File: src/sv/overwriting_entry_ring_with_offset_find_unit_macros.svh
// Assertion macros used by the ring unit datapath (oerf_datapath).
// Both expect a clock named clock and a reset named reset in scope.
`ifndef OVERWRITING_ENTRY_RING_WITH_OFFSET_FIND_UNIT_MACROS_SVH
`define OVERWRITING_ENTRY_RING_WITH_OFFSET_FIND_UNIT_MACROS_SVH

// same-cycle implication
`define OERF_ASSERT_NOW(label, ante, cons) \
   label: assert property (@(posedge clock) disable iff (reset) (ante) |-> (cons)) \
      else $error("ring unit check failed");

// next-cycle implication
`define OERF_ASSERT_NEXT(label, ante, cons) \
   label: assert property (@(posedge clock) disable iff (reset) (ante) |=> (cons)) \
      else $error("ring unit check failed");

`endif

File: src/sv/oerf_pkg.sv
`timescale 1ns / 1ps
`default_nettype none

package oerf_pkg;

   localparam logic OP_ADD  = 1'b0;
   localparam logic OP_FIND = 1'b1;

   typedef struct packed {
      logic        operation;
      logic [31:0] entry_handle;
      logic [15:0] entry_size;
      logic [19:0] stream_index;
   } req_type;

   typedef struct packed {
      logic        found;
      logic [3:0]  found_slot;
      logic [31:0] found_handle;
      logic [15:0] byte_in_entry;
      logic        evicted;
      logic [31:0] evicted_handle;
   } rsp_type;

   typedef enum logic [2:0] {
      ST_IDLE,
      ST_READ,
      ST_ADD,
      ST_CHECK,
      ST_RESP
   } state_type;

   typedef struct packed {
      logic latch_req;
      logic do_add;
      logic do_check;
      logic rsp_valid;
      logic req_stall;
   } cmd_type;

   typedef struct packed {
      logic is_find;
      logic walk_done;
   } status_type;

endpackage

`default_nettype wire

File: src/sv/overwriting_entry_ring_with_offset_find_unit.sv
// channel | ports                          | moves
// --------+--------------------------------+---------------------------------
// request | req_valid, req_stall, req_word | add entry or find char offset
// result  | rsp_valid, rsp_stall, rsp_word | find hit / eviction report
//
// An add passes through the read, add and result states after accept; a
// find walks at most DEPTH entries, one entry memory read then one compare
// per entry over the single read port. The unit then returns to idle.
// Reset empties the ring through per-entry valid bits.
// req_stall goes high after accept and stays high until the result word is taken;
// a stalled result holds in its register.
`timescale 1ns / 1ps
`default_nettype none

module overwriting_entry_ring_with_offset_find_unit #(
   parameter int DEPTH = 16
) (
   input  wire               clock,
   input  wire               reset,
   input  wire               req_valid,
   output logic              req_stall,
   input  oerf_pkg::req_type req_word,
   output logic              rsp_valid,
   input  wire               rsp_stall,
   output oerf_pkg::rsp_type rsp_word
);
   import oerf_pkg::*;

   cmd_type    cmd;
   status_type status;

   oerf_ctrl u_ctrl (
      .clock     (clock),
      .reset     (reset),
      .req_valid (req_valid),
      .rsp_stall (rsp_stall),
      .status    (status),
      .cmd       (cmd)
   );

   oerf_datapath #(
      .DEPTH (DEPTH)
   ) u_datapath (
      .clock    (clock),
      .reset    (reset),
      .req_word (req_word),
      .cmd      (cmd),
      .status   (status),
      .rsp_word (rsp_word)
   );

   assign req_stall = cmd.req_stall;
   assign rsp_valid = cmd.rsp_valid;

endmodule

`default_nettype wire

File: src/sv/oerf_ctrl.sv
`timescale 1ns / 1ps
`default_nettype none

module oerf_ctrl (
   input  wire                  clock,
   input  wire                  reset,
   input  wire                  req_valid,
   input  wire                  rsp_stall,
   input  oerf_pkg::status_type status,
   output oerf_pkg::cmd_type    cmd
);
   import oerf_pkg::*;

   state_type state_ff;
   state_type state_in;

   always_ff @(posedge clock) begin
      if (reset) begin
         state_ff <= ST_IDLE;
      end else begin
         state_ff <= state_in;
      end
   end

   always_comb begin
      state_in = state_ff;
      unique case (state_ff)
         ST_IDLE: begin
            if (req_valid) state_in = ST_READ;
         end
         ST_READ: begin
            state_in = status.is_find ? ST_CHECK : ST_ADD;
         end
         ST_ADD: begin
            state_in = ST_RESP;
         end
         ST_CHECK: begin
            state_in = status.walk_done ? ST_RESP : ST_READ;
         end
         ST_RESP: begin
            if (!rsp_stall) state_in = ST_IDLE;
         end
         default: begin
            state_in = ST_IDLE;
         end
      endcase
   end

   always_comb begin
      cmd = '0;
      cmd.req_stall = 1'b1;
      unique case (state_ff)
         ST_IDLE: begin
            cmd.req_stall = 1'b0;
            cmd.latch_req = req_valid;
         end
         ST_READ: begin
         end
         ST_ADD: begin
            cmd.do_add = 1'b1;
         end
         ST_CHECK: begin
            cmd.do_check = 1'b1;
         end
         ST_RESP: begin
            cmd.rsp_valid = 1'b1;
         end
         default: begin
         end
      endcase
   end

endmodule

`default_nettype wire

File: src/sv/oerf_datapath.sv
`timescale 1ns / 1ps
`default_nettype none

`include "overwriting_entry_ring_with_offset_find_unit_macros.svh"

module oerf_datapath #(
   parameter int DEPTH = 16
) (
   input  wire                  clock,
   input  wire                  reset,
   input  oerf_pkg::req_type    req_word,
   input  oerf_pkg::cmd_type    cmd,
   output oerf_pkg::status_type status,
   output oerf_pkg::rsp_type    rsp_word
);
   import oerf_pkg::*;

   localparam int SLOT_W = (DEPTH > 1) ? $clog2(DEPTH) : 1;
   localparam int CMP_W  = (SLOT_W + 17 > 20) ? SLOT_W + 17 : 20;
   localparam logic [SLOT_W-1:0] LAST_SLOT = SLOT_W'(DEPTH - 1);

   function automatic logic [SLOT_W-1:0] next_slot(input logic [SLOT_W-1:0] s);
      next_slot = (s == LAST_SLOT) ? '0 : s + 1'b1;
   endfunction

   // entry store; valid bits stand in for the reset clear
   logic [31:0] mem_handle [DEPTH];
   logic [15:0] mem_size   [DEPTH];
   logic [DEPTH-1:0] valid_ff;

   logic [SLOT_W-1:0] write_slot_ff, read_slot_ff, walk_ff, count_ff;
   logic              full_ff;
   logic [CMP_W-1:0]  total_ff;
   req_type           req_ff;
   rsp_type           rsp_ff;
   rsp_type           rsp_in;

   logic [31:0] rd_handle_ff;
   logic [15:0] rd_size_ff;
   logic        rd_valid_ff;

   always_ff @(posedge clock) begin
      rd_handle_ff <= mem_handle[walk_ff];
      rd_size_ff   <= mem_size[walk_ff];
      if (cmd.do_add) begin
         mem_handle[write_slot_ff] <= req_ff.entry_handle;
         mem_size[write_slot_ff]   <= req_ff.entry_size;
      end
   end

   always_ff @(posedge clock) begin
      if (reset) begin
         rd_valid_ff <= 1'b0;
      end else begin
         rd_valid_ff <= valid_ff[walk_ff];
      end
   end

   // entry seen by the walk, reset value when never written
   logic [31:0]      cur_handle;
   logic [15:0]      cur_size;
   logic [CMP_W-1:0] end_pos;
   logic [CMP_W-1:0] offset_ext;
   logic [CMP_W-1:0] delta;
   logic             empty, hit, stop;
   logic [SLOT_W-1:0] walk_next;
   logic [SLOT_W-1:0] write_next, read_next;

   always_comb begin
      cur_handle = rd_valid_ff ? rd_handle_ff : '0;
      cur_size   = rd_valid_ff ? rd_size_ff : '0;
      offset_ext = CMP_W'(req_ff.stream_index);
      end_pos    = total_ff + CMP_W'(cur_size);
      delta      = offset_ext - total_ff;
      empty      = (cur_handle == '0) || (cur_size == '0);
      hit        = !empty && (offset_ext < end_pos);
      walk_next  = next_slot(walk_ff);
      stop       = ((walk_next == write_slot_ff) && !full_ff) || (count_ff == LAST_SLOT);
      write_next = next_slot(write_slot_ff);
      read_next  = next_slot(read_slot_ff);
   end

   assign status.is_find   = (req_ff.operation == OP_FIND);
   assign status.walk_done = empty || hit || stop;

   always_ff @(posedge clock) begin
      if (cmd.latch_req) req_ff <= req_word;
   end

   always_ff @(posedge clock) begin
      if (reset) begin
         valid_ff      <= '0;
         write_slot_ff <= '0;
         read_slot_ff  <= '0;
         full_ff       <= 1'b0;
         walk_ff       <= '0;
         count_ff      <= '0;
         total_ff      <= '0;
      end else begin
         if (cmd.latch_req) begin
            walk_ff  <= read_slot_ff;
            count_ff <= '0;
            total_ff <= '0;
         end
         if (cmd.do_add) begin
            valid_ff[write_slot_ff] <= 1'b1;
            write_slot_ff <= write_next;
            if (full_ff) begin
               read_slot_ff <= read_next;
               full_ff      <= (write_next == read_next);
            end else begin
               full_ff <= (write_next == read_slot_ff);
            end
         end
         if (cmd.do_check && !(empty || hit || stop)) begin
            walk_ff  <= walk_next;
            count_ff <= count_ff + 1'b1;
            total_ff <= end_pos;
         end
      end
   end

   always_comb begin
      rsp_in = rsp_ff;
      if (cmd.do_add) begin
         rsp_in                = '0;
         rsp_in.evicted        = full_ff;
         rsp_in.evicted_handle = full_ff ? cur_handle : '0;
      end else if (cmd.do_check && status.walk_done) begin
         rsp_in = '0;
         if (hit) begin
            rsp_in.found         = 1'b1;
            rsp_in.found_slot    = 4'(walk_ff);
            rsp_in.found_handle  = cur_handle;
            rsp_in.byte_in_entry = delta[15:0];
         end
      end
   end

   always_ff @(posedge clock) begin
      rsp_ff <= rsp_in;
   end

   assign rsp_word = rsp_ff;

   `OERF_ASSERT_NOW(a_full_pointers_meet, full_ff, write_slot_ff == read_slot_ff)
   `OERF_ASSERT_NOW(a_add_rsp_no_find, cmd.rsp_valid && !status.is_find, !rsp_ff.found)
   `OERF_ASSERT_NEXT(a_find_keeps_ptrs, cmd.do_check,
                     $stable(write_slot_ff) && $stable(read_slot_ff))
   `OERF_ASSERT_NEXT(a_add_nonfull_keeps_read, cmd.do_add && !full_ff, $stable(read_slot_ff))

endmodule

`default_nettype wire

File: config.mk
export PLATFORM = sky130hd
export DESIGN_NAME = overwriting_entry_ring_with_offset_find_unit
export DESIGN_NICKNAME = d
export VERILOG_FILES = /design/src/sv/oerf_pkg.sv /design/src/sv/overwriting_entry_ring_with_offset_find_unit.sv /design/src/sv/oerf_ctrl.sv /design/src/sv/oerf_datapath.sv
export VERILOG_INCLUDE_DIRS = /design/src /design/src/sv
export SDC_FILE = /design/constraint.sdc
export NUM_CORES = 1
export LEC_CHECK = 0
export BUFFER_PORTS_ARGS = -buffer_cell sky130_fd_sc_hd__buf_2
export CORE_ASPECT_RATIO = 1.5
export CORE_MARGIN = 2
export CORE_UTILIZATION = 45
export DETAILED_ROUTE_END_ITERATION = 16
export GPL_TIMING_DRIVEN = 1
export PLACE_DENSITY = 0.68
export SLEW_MARGIN = 10
export SYNTH_ARGS = -nofsm -noshare
export SYNTH_HDL_FRONTEND = slang
export SYNTH_SLANG_ARGS = --single-unit
File: constraint.sdc
create_clock -name clock -period 14.3 [get_ports clock]
set_clock_uncertainty 0.05 [all_clocks]
set_input_delay 2.86 -clock clock [delete_from_list [all_inputs] [get_ports clock]]
set_output_delay 2.86 -clock clock [all_outputs]
set_load 0.02 [all_outputs]
* Word level (Yosys, flattened, before mapping)
Memory sizes are Yosys's and may differ from the RTL's. A register that Yosys moved wholly into a read port is not among the register bits.
Cells that the tools add are included.
** Cells by class
- Mux-type cells :: 32
- Bitwise gates (word level) :: 1
- Equality and inequality tests :: 13
- Reductions and logical operators :: 19
- $add $sub $neg :: 6
- Order comparisons :: 4
** Operators by type and width (count)
- $mux W33 :: 2
- $mux W32 :: 2
- $mux W53 :: 1
- $mux W21 :: 2
- $logic_not A32 Y1 :: 1
- $mux W4 :: 7
- $add A21 B16 Y21 :: 1
- $lt A20 B21 Y1 :: 1
- $add A4 B1 Y4 const B :: 4
- $eq A4 B4 Y1 const B :: 4
- $logic_not A16 Y1 :: 1
- $mux W16 :: 1
- $or A16 B16 Y16 :: 1
- $sub A16 B16 Y16 :: 1
- $pmux W3 S5 :: 1
- $eq A4 B4 Y1 :: 3
- $mux W1 :: 11
- $lt A4 B5 Y1 const B :: 2
- $mux W3 :: 3
- $eq A3 B2 Y1 const B :: 2
- $logic_and A1 B1 Y1 :: 5
- $bmux W1 S4 :: 1
- $demux W1 S4 :: 1
- $ge A4 B1 Y1 const B :: 1
- other kinds (8) :: 16
** Storage, ports and cells
- Word-level logic and storage cells :: 96
- Memories kept :: 2
- Bits in writable memories :: 768
- Input bits :: 73
- Flip-flop bits (word level) :: 213
- Output and inout port bits :: 88
** Memory list
- u_datapath.mem_handle :: words 16, bits a word 32, rd ports 1, clocked after memory_dff 1, write ports 1, line oerf_datapath.sv:27 : logic [31:0] mem_handle [DEPTH];
- u_datapath.mem_size :: words 16, bits a word 16, rd ports 1, clocked after memory_dff 1, write ports 1, line oerf_datapath.sv:28 : logic [15:0] mem_size [DEPTH];

* Depth between registers and ports, before layout
- Depth in word-level cells :: 10
- Mapped depth :: 23

* Hierarchy
Synthesis repeated with hierarchy kept, for this count alone.
** Unflattened totals
- Cell total of the unflattened synthesis :: 1999
- Area total of the unflattened synthesis :: 39580.5 um2
** Modules (own cells, without submodules)
- oerf_datapath :: times used 1, seq. area each 29248.1 um2, cells an instance 1982, area an instance 39417.8 um2
- oerf_ctrl :: times used 1, seq. area each 60.1 um2, cells an instance 17, area an instance 162.7 um2

* Least setup slack after synthesis
No wires, ideal clock.
- Path type :: register to register
- Start point :: reg u_datapath.rd_valid_ff
- End point :: reg u_datapath.rsp_ff, in the netlist u_datapath.rsp_word[0], enable pin
- Cell stages (with the launch flop) :: 24
- Arrival :: 5.117 ns
- Slack :: 8.746 ns
- Clock period less this slack :: 5.554 ns
- Buffers on the path :: 4
- Cell sequence :: dfxtp_1 clkbuf_1 clkbuf_1 nand2_1 inv_1 ha_1 a211oi_1 o21ai_1 a221oi_1 nor2_1 or3b_1 a21oi_1 xor2_1 ha_1 nand3_1 o221ai_1 a31oi_1 nor2_1 or2_1 and2_4 a311o_1 buf_6 buf_6 inv_1
** On the way
- Cells in the longest elaborated chain, start to end :: 9
** Ends and longest elaborated chain
- start, declared :: line oerf_datapath.sv:40 : logic rd_valid_ff;
- start signal, assigned :: line oerf_datapath.sv:55 : rd_valid_ff <= valid_ff[walk_ff];
- branches (longest 5 deep; another with $add A21 B16 Y21)
- $logic_or A1 B1 Y1 (*) (2 in series) :: line oerf_datapath.sv:84 : assign status.walk_done = empty || hit || stop;
- $logic_and A1 B1 Y1 (*) :: line oerf_datapath.sv:129 : end else if (cmd.do_check && status.walk_done) begin
- $reduce_bool A2 Y1 (no source line) (*)
- end signal, assigned :: line oerf_datapath.sv:141 : rsp_ff <= rsp_in;
- end, declared :: line oerf_datapath.sv:35 : rsp_type rsp_ff;
Mark *: on every way between the ends.
A chain may end at the register's enable or synchronous reset.

* Final worst setup path
- Start point :: reg u_datapath.rd_valid_ff
- End point :: reg u_datapath.rsp_ff, in the netlist u_datapath.rsp_word[27], enable pin
Same word-level chain as after synthesis.

==> reports/metrics.cfg <==
[sta]
slew_headroom_pct = 17.2
post-route-min-period_ns = 6.35
min_period_over_period_pct = 44.4
fin_ws_ns = 7.95
fmax_ghz = 0.157
finalSetupTns_ns = 0
drv_slew = 0
setup_viol = 0
rsz0062_at_grt = no
finalHoldViolCount = 0
worst_pin_slew_ns = 1.24

[placed_design]
place_congestion = 0.837
pre_cts_ws_ns = 8.02
dp_hpwl_um = 47400
postPlaceCellArea_um2 = 41600
io_buffers = 160

[global_routing]
grtUsageTotal_pct = 20.0
antenna_found_initial = 1
grt_max_degree = 126
grt_pass1_wl_um = 133000
overflow = 0
grt_pass1_vias = 20700

[power_and_ir_drop]
p_sw_share_pct = 20.6
p_switching_mw = 1.23
irDropWorstVdd_v = 0.0000984
intPower_mw = 4.75
sequentialPowerShare_pct = 56.3
pwr-share-comb_pct = 2.2
p_leak_nw = 14.5
p_clk_share_pct = 41.5
power_density_nw_per_um2 = 134

[synth]
syn-num-nets = 2123
yosys_register_bits = 1029
synth_edf_count = 870
seq_area_frac_synth_pct = 74.3
yosys_warnings = 0
ys_types = 70
synth_area_um2 = 39400
synth_top_area_cell = edfxtp_1
synthCells = 1991
avgSynthCellArea_um2 = 19.8
synth_top_area_share_pct = 66.3
synth.area.top_cells = edfxtp_1, mux4_2, dfxtp_1, ha_1, a22o_1
synthArstFlopShare_pct = 0
synth-main-ff-cell = edfxtp_1
synth_commonest_cells = edfxtp_1, mux4_2, dfxtp_1
synth.most_common_cell = edfxtp_1

[critical_path]
start_kind = register
ff2ff_path_depth = 20
worstSetupPathType = reg2reg
r2r-start = u_datapath.rd_valid_ff
worst_setup_path_end_kind = register
reg2reg_slack_ns = 7.95
reg2reg_to = u_datapath.rsp_word[27]
crit_start = u_datapath.rd_valid_ff
endpoint = u_datapath.rsp_word[27]
cp.arrival_ns = 6.69
required_ns = 14.63
worst-path-max-fanout = 49
path_cells = buf_4 > nand2_1 > inv_1 > ha_1 > a211oi_1 > o21ai_1 > a221oi_1 > nor2_1 > nand4bb_1 > and3_1 > xnor2_1 > ha_1 > nand3_1 > or4_1 > a211oi_1 > or2_1 > and2_4 > a311o_2 > clkinv_1 > buf_4
max_stage_delay_ns = 0.62
slowest_stage = clkinv_1

[route]
wl_per_cell_um = 26.3
antenna_left = 0
first_pass_iters = 5
vias_per_cell = 5.81
drt_iter0_markers = 1827
routed_wl_um = 89600
via_count = 19800
drc_errors = 0

[cells_and_area]
regArea_um2 = 29300
fill_cells = 6881
fin_area_um2 = 44700
layout-drive-gt1-share_pct = 26.7
multi_input_area_um2 = 9690
syn2layout_area_growth_pct = 13.3
nets = 2316

[clock_tree]
clkTransAtPathRegs_ns = 0.07
numCtsBuffers = 94
ctsHoldBuffers = 0
cts.sinks = 1029
clkLatencyLatePin_ns = 0.67
cts_setup_buffers = 0
cts_resized = 0
htreeDepth = 3
cts_buffer_depth = 3
cts_tree = built
clockRootBuffer = clkbuf_16

[floorplanning]
core_um2 = 87200
num_rows = 133
die-area_um2 = 90100
die_w_um = 246
die_h_um = 367
initial_core_util_pct = 45.2
io_pins = 161

[worst_hold_path]
hold_path.class = reg2reg

[flow_run]
drv_cap = 0

[status]
outcome = finished, final reports clean

==> sequential cells by signal, indices dropped and copies added (netlist names), 16 cells and up <==
register	cells
u_datapath.mem_handle	512
u_datapath.mem_size	256
u_datapath.rsp_word	86
u_datapath.req_ff	48
u_datapath.rd_handle_ff	32
u_datapath.total_ff	21
u_datapath.offset_ext	20
u_datapath.rd_size_ff	16
u_datapath.valid_ff	16
==> worst max-delay path: cells and delay by family, from the launching register on <==
| kind | cells | cell delay, ns |
|---|---|---|
| adders and majority gates | 2 | 0.54 |
| buffers and inverters | 4 | 1.67 |
| and+or+nand+nor | 8 | 1.87 |
| DFF | 1 | 0.31 |
| xor gates and xnor gates | 1 | 0.13 |
| AOI/OAI and AO/OA | 5 | 1.46 |
==> per-layer routing <==
metal | track usage, % | share of wire (%)
met4 | 6.71 | 2.7
met2 | 33.9 | 50
met1 | 26.5 | 40
met3 | 3.18 | 6.6
met5 | 0 | 0
==> power groups by stage <==
stage	clock (mW)	sequential [mW]	combinational (mW)
floorplan	0	3.42	0.0778
global placement	0	3.43	0.131
detailed placement	0	3.44	0.135
CTS	2.53	3.37	0.135
global route	2.64	3.38	0.146
finish	2.48	3.37	0.133
==> logic make-up (layout without fill, tap and decap cells) <==
logic type / after synthesis / after routing / synth area share [%]
flops: 1029 / 1029 / 74.3
simple gates: 281 / 281 / 3.66
mux: 254 / 254 / 14.2
compound gates: 195 / 195 / 3.50
buf+inv: 129 / 403 / 1.39
fa+ha+maj: 59 / 59 / 1.91
xor+xnor: 44 / 44 / 0.977
other cells: 0 / 2 / 0
==> metrics by stage <==
step	power, mW	std cells	hold WS (ns)	utilization, %
2_1_floorplan	3.49	1991	0.385	-
3_3_place_gp	3.56	3235	0.381	47.7
3_5_place_dp	3.57	3235	0.390	47.7
4_1_cts	6.04	3412	0.406	51.2
5_1_grt	6.16	3412	0.414	51.2
6_report	5.99	3414	0.400	51.2
==> final cells by class <==
| cell class | count | share of cell area (%) |
|---|---|---|
| Multi-Input combinational cell | 833 | 21.7 |
| Tap cell | 1147 | 3.21 |
| Antenna cell | 2 | 0.0112 |
| Sequential cell | 1029 | 65.6 |
| Inverter | 36 | 0.311 |
| Timing Repair Buffer | 190 | 2.32 |
| Clock buffer | 143 | 6.09 |
| Clock inverter | 34 | 0.759 |
==> layout by cell type (no fill, tap or decap), drive strengths merged, types with 4 or more instances in the layout <==
| master | instances |
|---|---|
| edfxtp | 870 |
| mux4 | 245 |
| buf | 190 |
| dfxtp | 159 |
| clkbuf | 143 |
| nor2 | 76 |
| ha | 57 |
| a22o | 51 |
| nand2 | 47 |
| a21oi | 41 |
| inv | 39 |
| and3 | 36 |
| o21ai | 28 |
| xor2 | 25 |
| nand3 | 25 |
| clkinv | 25 |
| xnor2 | 19 |
| nor3 | 19 |
| and2 | 17 |
| nor4 | 14 |
| a31oi | 12 |
| nor2b | 11 |
| o211ai | 9 |
| or3 | 9 |
| a211oi | 8 |
| nand4 | 6 |
| a21o | 6 |
| nand2b | 6 |
| o21a | 5 |
| mux2 | 5 |
| a311oi | 4 |
| mux2i | 4 |
| bufinv | 4 |
==> worst min path at each step <==
stage,from,cells past startpoint,to
floorplan,u_datapath.valid_ff[10],2,u_datapath.valid_ff[10]
global placement,u_datapath.rsp_word[85],1,u_datapath.rsp_word[85]
detailed placement,u_datapath.rsp_word[85],1,u_datapath.rsp_word[85]
CTS,u_datapath.rsp_word[85],1,u_datapath.rsp_word[85]
global route,u_datapath.rsp_word[85],1,u_datapath.rsp_word[85]
finish,u_datapath.rsp_word[85],1,u_datapath.rsp_word[85]
No activity file was read; power rests on OpenSTA's default activity.
